--- config.mk ---
export PLATFORM = sky130hd
export DESIGN_NAME = button_edge_and_long_hold_tracker
export DESIGN_NICKNAME = d
export VERILOG_FILES = /design/src/hw/rtl/btnt_pkg.sv /design/src/hw/rtl/btnt_lane.sv /design/src/hw/rtl/btnt_merge.sv /design/src/hw/rtl/button_edge_and_long_hold_tracker.sv
export SDC_FILE = /design/constraint.sdc
export NUM_CORES = 2
export LEC_CHECK = 0
export ABC_AREA = 0
export BUFFER_PORTS_ARGS = -buffer_cell sky130_fd_sc_hd__buf_2
export CELL_PAD_IN_SITES_DETAIL_PLACEMENT = 1
export CELL_PAD_IN_SITES_GLOBAL_PLACEMENT = 2
export CORE_UTILIZATION = 42
export DETAILED_ROUTE_END_ITERATION = 12
export GPL_ROUTABILITY_DRIVEN = 1
export PLACE_DENSITY_LB_ADDON = 0.1
export SYNTH_ARGS = -nofsm -noshare
export SYNTH_HDL_FRONTEND = slang
export SYNTH_SLANG_ARGS = --single-unit
--- constraint.sdc ---
create_clock -name clk -period 6.1 [get_ports clk]
set_input_delay 1.83 -clock clk [delete_from_list [all_inputs] [get_ports clk]]
set_output_delay 1.83 -clock clk [all_outputs]
set_load 0.01 [all_outputs]
--- src/hw/rtl/btnt_pkg.sv ---
// ----------------------------------------------------------------------------
// btnt_pkg
// Shared widths, reset constants and lane result type for the button tracker.
// ----------------------------------------------------------------------------
package btnt_pkg;

    localparam int FIELD_W = 16;
    localparam int TS_W    = 32;
    localparam int HOLD_W  = 31;

    localparam logic [HOLD_W-1:0] HOLD_TIME_RESET = 31'd2000000;

    // what one lane found for the current item
    typedef struct packed {
        logic pressed;
        logic changed;
        logic hold;
    } lane_result_t;

endpackage

--- src/hw/rtl/btnt_lane.sv ---
// ----------------------------------------------------------------------------
// btnt_lane
// One button: last state, change time stamp and long-hold test.
// ----------------------------------------------------------------------------
module btnt_lane
    import btnt_pkg::*;
(
    input  logic                clk,
    input  logic                rst_n,
    input  logic                fire,
    input  logic                primed,
    input  logic                now_bit,
    input  logic [TS_W-1:0]     timestamp_us,
    input  logic [HOLD_W-1:0]   hold_time_us,
    output lane_result_t        result
);

    logic              last_bit_reg;
    logic              last_bit_next;
    logic [TS_W-1:0]   change_time_reg;
    logic [TS_W-1:0]   change_time_next;
    logic              changed;
    logic [TS_W-1:0]   elapsed;

    // before the first item the previous state counts as the complement
    assign changed = primed ? (now_bit ^ last_bit_reg) : 1'b1;

    assign elapsed = timestamp_us - change_time_reg;

    always_comb
    begin
        last_bit_next    = last_bit_reg;
        change_time_next = change_time_reg;
        if (fire)
        begin
            last_bit_next = now_bit;
            if (changed)
            begin
                change_time_next = timestamp_us;
            end
        end
    end

    // a freshly stamped button has zero elapsed time, so never long hold
    always_comb
    begin
        result.pressed = now_bit;
        result.changed = changed;
        result.hold    = now_bit && !changed && !elapsed[TS_W-1]
                         && (elapsed[HOLD_W-1:0] > hold_time_us);
    end

    always_ff @(posedge clk or negedge rst_n)
    begin
        if (!rst_n)
        begin
            last_bit_reg <= 1'b0;
        end
        else
        begin
            last_bit_reg <= last_bit_next;
        end
    end

    always_ff @(posedge clk)
    begin
        change_time_reg <= change_time_next;
    end

endmodule

--- src/hw/rtl/btnt_merge.sv ---
// ----------------------------------------------------------------------------
// btnt_merge
// Gathers the lane results into masks and holds them in the output register.
// ----------------------------------------------------------------------------
module btnt_merge
    import btnt_pkg::*;
#(
    parameter int LANES = 16
)
(
    input  logic                clk,
    input  logic                rst_n,
    input  logic                fire,
    input  lane_result_t        lane_res [LANES],
    input  logic                out_stall,
    output logic                out_valid,
    output logic [FIELD_W-1:0]  pressed_mask,
    output logic [FIELD_W-1:0]  changed_mask,
    output logic [FIELD_W-1:0]  press_edge_mask,
    output logic [FIELD_W-1:0]  release_edge_mask,
    output logic [FIELD_W-1:0]  long_hold_mask
);

    logic                valid_reg;
    logic                valid_next;
    logic [FIELD_W-1:0]  pressed_reg;
    logic [FIELD_W-1:0]  pressed_next;
    logic [FIELD_W-1:0]  changed_reg;
    logic [FIELD_W-1:0]  changed_next;
    logic [FIELD_W-1:0]  hold_reg;
    logic [FIELD_W-1:0]  hold_next;

    always_comb
    begin
        pressed_next = '0;
        changed_next = '0;
        hold_next    = '0;
        for (int i = 0; i < LANES; i++)
        begin
            pressed_next[i] = lane_res[i].pressed;
            changed_next[i] = lane_res[i].changed;
            hold_next[i]    = lane_res[i].hold;
        end
    end

    always_comb
    begin
        valid_next = valid_reg;
        if (fire)
        begin
            valid_next = 1'b1;
        end
        else if (!out_stall)
        begin
            valid_next = 1'b0;
        end
    end

    always_ff @(posedge clk or negedge rst_n)
    begin
        if (!rst_n)
        begin
            valid_reg <= 1'b0;
        end
        else
        begin
            valid_reg <= valid_next;
        end
    end

    always_ff @(posedge clk)
    begin
        if (fire)
        begin
            pressed_reg <= pressed_next;
            changed_reg <= changed_next;
            hold_reg    <= hold_next;
        end
    end

    assign out_valid         = valid_reg;
    assign pressed_mask      = pressed_reg;
    assign changed_mask      = changed_reg;
    assign press_edge_mask   = pressed_reg & changed_reg;
    assign release_edge_mask = ~pressed_reg & changed_reg;
    assign long_hold_mask    = hold_reg;

endmodule

--- src/hw/rtl/button_edge_and_long_hold_tracker.sv ---
// ----------------------------------------------------------------------------
// button_edge_and_long_hold_tracker
// Per-poll button edge masks and long-hold detection, one lane per button.
// ----------------------------------------------------------------------------
// Usage:
//   Input channel (in_valid / in_stall) carries one poll: buttons and
//   timestamp_us. Output channel (out_valid / out_stall) carries one item of
//   five masks per poll. The config channel (cfg_valid / cfg_ready) writes
//   hold_time_us; cfg_ready is always high, write only while idle.
//   An accepted item is shown in the cycle after; throughput is one item per
//   cycle unless out_stall holds a result. Each lane does one 32-bit subtract
//   and 31-bit compare per item; the single output register sets the rate.
//   in_stall rises only when a result is held and the receiver stalls, so a
//   new item is taken in the same cycle the held result leaves.
//   Reset clears the output valid, the primed flag and sets hold_time_us to
//   2000000; the first poll after reset treats every button as changed.
//   Only min(NUM_BUTTONS, 16) lanes are built; buttons above that can never
//   see a press and read zero in every mask.
// ----------------------------------------------------------------------------
module button_edge_and_long_hold_tracker
    import btnt_pkg::*;
#(
    parameter int NUM_BUTTONS = 16
)
(
    input  logic                clk,
    input  logic                rst_n,
    input  logic                in_valid,
    output logic                in_stall,
    input  logic [FIELD_W-1:0]  buttons,
    input  logic [TS_W-1:0]     timestamp_us,
    output logic                out_valid,
    input  logic                out_stall,
    output logic [FIELD_W-1:0]  pressed_mask,
    output logic [FIELD_W-1:0]  changed_mask,
    output logic [FIELD_W-1:0]  press_edge_mask,
    output logic [FIELD_W-1:0]  release_edge_mask,
    output logic [FIELD_W-1:0]  long_hold_mask,
    input  logic                cfg_valid,
    output logic                cfg_ready,
    input  logic [HOLD_W-1:0]   hold_time_us
);

    localparam int LANES = (NUM_BUTTONS < FIELD_W) ? NUM_BUTTONS : FIELD_W;
    localparam logic [FIELD_W-1:0] LANE_MASK = FIELD_W'((64'd1 << LANES) - 64'd1);

    logic                fire;
    logic                primed_reg;
    logic                primed_next;
    logic [HOLD_W-1:0]   hold_time_reg;
    logic [HOLD_W-1:0]   hold_time_next;
    lane_result_t        lane_res [LANES];

    assign in_stall  = out_valid & out_stall;
    assign fire      = in_valid & ~in_stall;
    assign cfg_ready = 1'b1;

    always_comb
    begin
        primed_next    = primed_reg | fire;
        hold_time_next = hold_time_reg;
        if (cfg_valid && cfg_ready)
        begin
            hold_time_next = hold_time_us;
        end
    end

    always_ff @(posedge clk or negedge rst_n)
    begin
        if (!rst_n)
        begin
            primed_reg    <= 1'b0;
            hold_time_reg <= HOLD_TIME_RESET;
        end
        else
        begin
            primed_reg    <= primed_next;
            hold_time_reg <= hold_time_next;
        end
    end

    for (genvar g = 0; g < LANES; g++)
    begin : g_lane
        btnt_lane u_lane (
            .clk          (clk),
            .rst_n        (rst_n),
            .fire         (fire),
            .primed       (primed_reg),
            .now_bit      (buttons[g]),
            .timestamp_us (timestamp_us),
            .hold_time_us (hold_time_reg),
            .result       (lane_res[g])
        );
    end

    btnt_merge #(
        .LANES (LANES)
    ) u_merge (
        .clk               (clk),
        .rst_n             (rst_n),
        .fire              (fire),
        .lane_res          (lane_res),
        .out_stall         (out_stall),
        .out_valid         (out_valid),
        .pressed_mask      (pressed_mask),
        .changed_mask      (changed_mask),
        .press_edge_mask   (press_edge_mask),
        .release_edge_mask (release_edge_mask),
        .long_hold_mask    (long_hold_mask)
    );

    // an accepted item always shows up at the output in the next cycle
    a_item_out: assert property (@(posedge clk) disable iff (!rst_n)
        fire |=> out_valid)
        else $error("accepted item did not reach the output");

    // the first item after reset reports every lane as changed
    a_first_all_changed: assert property (@(posedge clk) disable iff (!rst_n)
        $rose(primed_reg) |-> (out_valid && changed_mask == LANE_MASK))
        else $error("first item did not mark all buttons changed");

    // long hold needs a pressed button that did not change on this item
    a_hold_consistent: assert property (@(posedge clk) disable iff (!rst_n)
        out_valid |-> ((long_hold_mask & ~pressed_mask) == '0
                       && (long_hold_mask & changed_mask) == '0))
        else $error("long hold on a released or changed button");

    // no mask bit outside the built lanes
    a_lane_range: assert property (@(posedge clk) disable iff (!rst_n)
        out_valid |-> (((pressed_mask | changed_mask | long_hold_mask)
                        & ~LANE_MASK) == '0))
        else $error("mask bit set above the lane count");

endmodule
==> impl_metrics.csv <==
group,metric,value,unit
routing,wl_per_cell,23.32,microns
critical_path,cp_top_family,"compound AO/OA/AOI/OAI gates",
status,status,"finished, final reports clean",
final_layout,area_growth,23.70,%
placed_design,dpl.cell_count,8633,
placed_design,gp_congestion,0.9131,
critical_path,endpoint_kind,"flop",
pwr,power,18.01,mW
routing,wirelength,205.3,mm
critical_path,critical_path_class,"in -> reg",
critical_path,critPathLaunchType,"input pin",
yosys,synth_cell_types,87,
floorplan,num_rows,133,
grt,grt_overflow,0,
yosys,syn_avg_cell_area,9.402,sq um
yosys,synth-main-ff-cell,"edfxtp_1",
routing,antenna_left,0,
final_layout,nNetsFinal,8068,
floorplan,fp.dieH,366.4,microns
placed_design,port_buffers,165,
critical_path,cp_max_fo,5,
floorplan,ios,167,
timing,maxSlewHeadroom,23.64,%
cts,cts_root_buf,"clkbuf_16",
grt,top_usage_layer,"met2",
cts,clock_sinks,609,
grt,grt_util_met3,2.999,%
grt,antenna_found_initial,12,
cts,clock_latency,0.71,ns
grt,grt_util_met2,54.09,%
cts,cts_buffer_depth,3,
routing,vias,49530,
grt,grt_max_degree,39,
final_layout,drive_above_1_share,18.44,%
routing,first_pass_iters,5,
grt,grt_pass1_wl,310.9,mm
grt,grt_util_all_layers,30.23,%
routing,post_drt_via_cell_ratio,5.627,
yosys,seq_area_frac_synth,32.36,%
cts,cts_buffers,83,
critical_path,required,6.53,ns
timing,holdWs,0.5242,ns
critical_path,cp.buffers_inverters,7,
yosys,post-synth-top-area-fraction,30.15,%
cts,cts.clk_slew.worst_paths,0.06,ns
yosys,syn-cell-area,55780,sq um
critical_path,critical-path-max-stage-delay,0.41,ns
pwr,p_leak,32.62,nW
timing,max_freq,167.1,MHz
timing,finalHoldViolations,0,
cts,cts_tree,"built",
job,drv_cap,0,
yosys,yosysTopAreaCell,"edfxtp_1",
yosys,syn_nets,7025,
floorplan,core,131600,sq um
timing,slew_violations,0,
yosys,postSynth.asyncResetShare,8.046,%
critical_path,crit_slowest_cell,"fa_2",
yosys,ys_seq_elements,609,
yosys,synth.area.top_cells,"edfxtp_1 30%, ha_1 22%, xnor2_1 5.4%",
floorplan,die_area,134300,sq um
timing,finalClockSkew,0.02933,ns
routing,drc,0,
min_path,hp-class,"reg -> reg",
grt,grt_pass1_vias,53240,
grt,grtUsageMet1,35.87,%
yosys,synth-edff-count,560,
timing,setup_viol,0,
yosys,ys_warn_count,0,
final_layout,layout.cells.non_filler,8801,
final_layout,largest_register_ffs,512,
routing,dr.first_iter.drc_count,2446,
cts,hold_buffers,0,
timing,tightest_slew,1.144,ns
placed_design,dp_hpwl,160.0,mm
cts,htree_num_levels,3,
floorplan,die_x,366.4,microns
timing,rsz0062_at_grt,"true",
final_layout,diodes,0,
floorplan,start_util,42.38,%
timing,fin_crit,5.983,ns
pwr,ir_drop,0.2237,mV
timing,post-route-period-util,98.08,%
pwr,power_density,261.0,nW/um^2
critical_path,worstPathArrival,6.41,ns
yosys,syn_inst,5933,
-- where the power goes --
part / internal, mW / switching, mW / leakage (nW)
sequential: 4.94 / 0.109 / 5.78
clock: 3.43 / 2.13 / 1.48
combinational: 3.24 / 4.15 / 25.4
-- per-stage QoR --
stage,TNS (ns),util (%),setup WS (ns),instance area (sq um)
2_1_floorplan,-0.03772,-,-0.03437,55810
3_3_place_gp,-10.85,49.73,-1.693,65460
3_5_place_dp,-12.58,49.73,-1.874,65460
4_1_cts,0,52.14,0.03841,68640
5_1_grt,-0.2598,52.42,-0.1414,69000
6_report,0,52.42,0.1168,69000
-- cell usage in the layout (no fill, tap or decap), drive strengths merged, types with 16 or more instances in the layout --
cell type,Yosys,routed
clkinv,0,21
clkbuf,54,114
o31ai,23,23
xor2,130,130
o21bai,64,64
a21boi,22,22
nand4,150,150
mux2,18,18
a21o,377,377
nor2b,138,138
o211ai,41,41
edfxtp,560,560
inv,650,649
fa,16,16
a211oi,40,40
dfrtp,42,42
or3,16,16
buf,6,1017
and3,51,51
a211o,17,17
nor2,329,329
o21ai,325,325
o21a,70,70
a31oi,49,49
nor4,19,19
nand3,143,143
nand2,299,299
xnor2,344,344
nor3,61,61
a221oi,16,16
a21oi,549,549
and2,39,39
ha,992,992
nand2b,83,83
-- final timing paths --
path,slack (ns),from,endpoint,cells after the start
min reg2reg,0.52,hold_time_reg[19],hold_time_reg[19],2
max in group asynchronous,3.88,rst_n,hold_time_reg[17],2
min,0.52,hold_time_reg[19],hold_time_reg[19],2
min in group asynchronous,1.26,rst_n,hold_time_reg[29],1
max reg2reg,1.09,g_lane[15].u_lane.change_time_reg[1],u_merge.long_hold_mask[15],25
max,0.12,timestamp_us[0],u_merge.long_hold_mask[6],28
-- tightest hold or removal path: stages (launching register included) --
cell and delay (ns):
dfstp_2 0.35, inv_1 0.07, o21ai_0 0.09
-- cell usage after synthesis, drive strengths merged, types with 23 or more instances --
library cell  number
ha               992
inv              650
edfxtp           560
a21oi            549
a21o             377
xnor2            344
nor2             329
o21ai            325
nand2            299
nand4            150
nand3            143
nor2b            138
xor2             130
nand2b            83
o21a              70
o21bai            64
nor3              61
clkbuf            54
and3              51
a31oi             49
dfrtp             42
o211ai            41
a211oi            40
and2              39
o31ai             23
-- repair_timing --
action | in CTS | in global routing
endpoints found under the setup margin | 7 | 15
gates cloned | 0 | 0
pin swaps | 13 | 41
setup buffers | 3 | 10
gates resized for setup | 22 | 80
-- layer usage --
layer,routed length (microns),vias up
li1,-,23850
met1,86140,24520
met2,101200,812
met3,6094,348
met4,11810,4
met5,24,-
-- cell families after synthesis --
family,after synthesis,share of synthesized area (%)
AO/OA/AOI/OAI,1735,19.89
XOR/XNOR,474,7.442
adder cells (fa/ha/maj),1008,22.82
buffers and inverters,710,4.793
flip-flops,609,32.36
multiplexers,22,0.4351
other,1,0.006723
AND/OR/NAND/NOR,1374,12.25
-- cell type report --
| class | count | area (sq um) |
|---|---|---|
| Clock buffer | 113 | 2431 |
| Fill cell | 14980 | 62630 |
| Sequential cell | 609 | 18050 |
| Timing Repair Buffer | 1018 | 7637 |
| Inverter | 650 | 2447 |
| Clock inverter | 42 | 625.6 |
| Multi-Input combinational cell | 4614 | 35610 |
| Tap cell | 1755 | 2196 |
(Power assumes the default switching activity.)
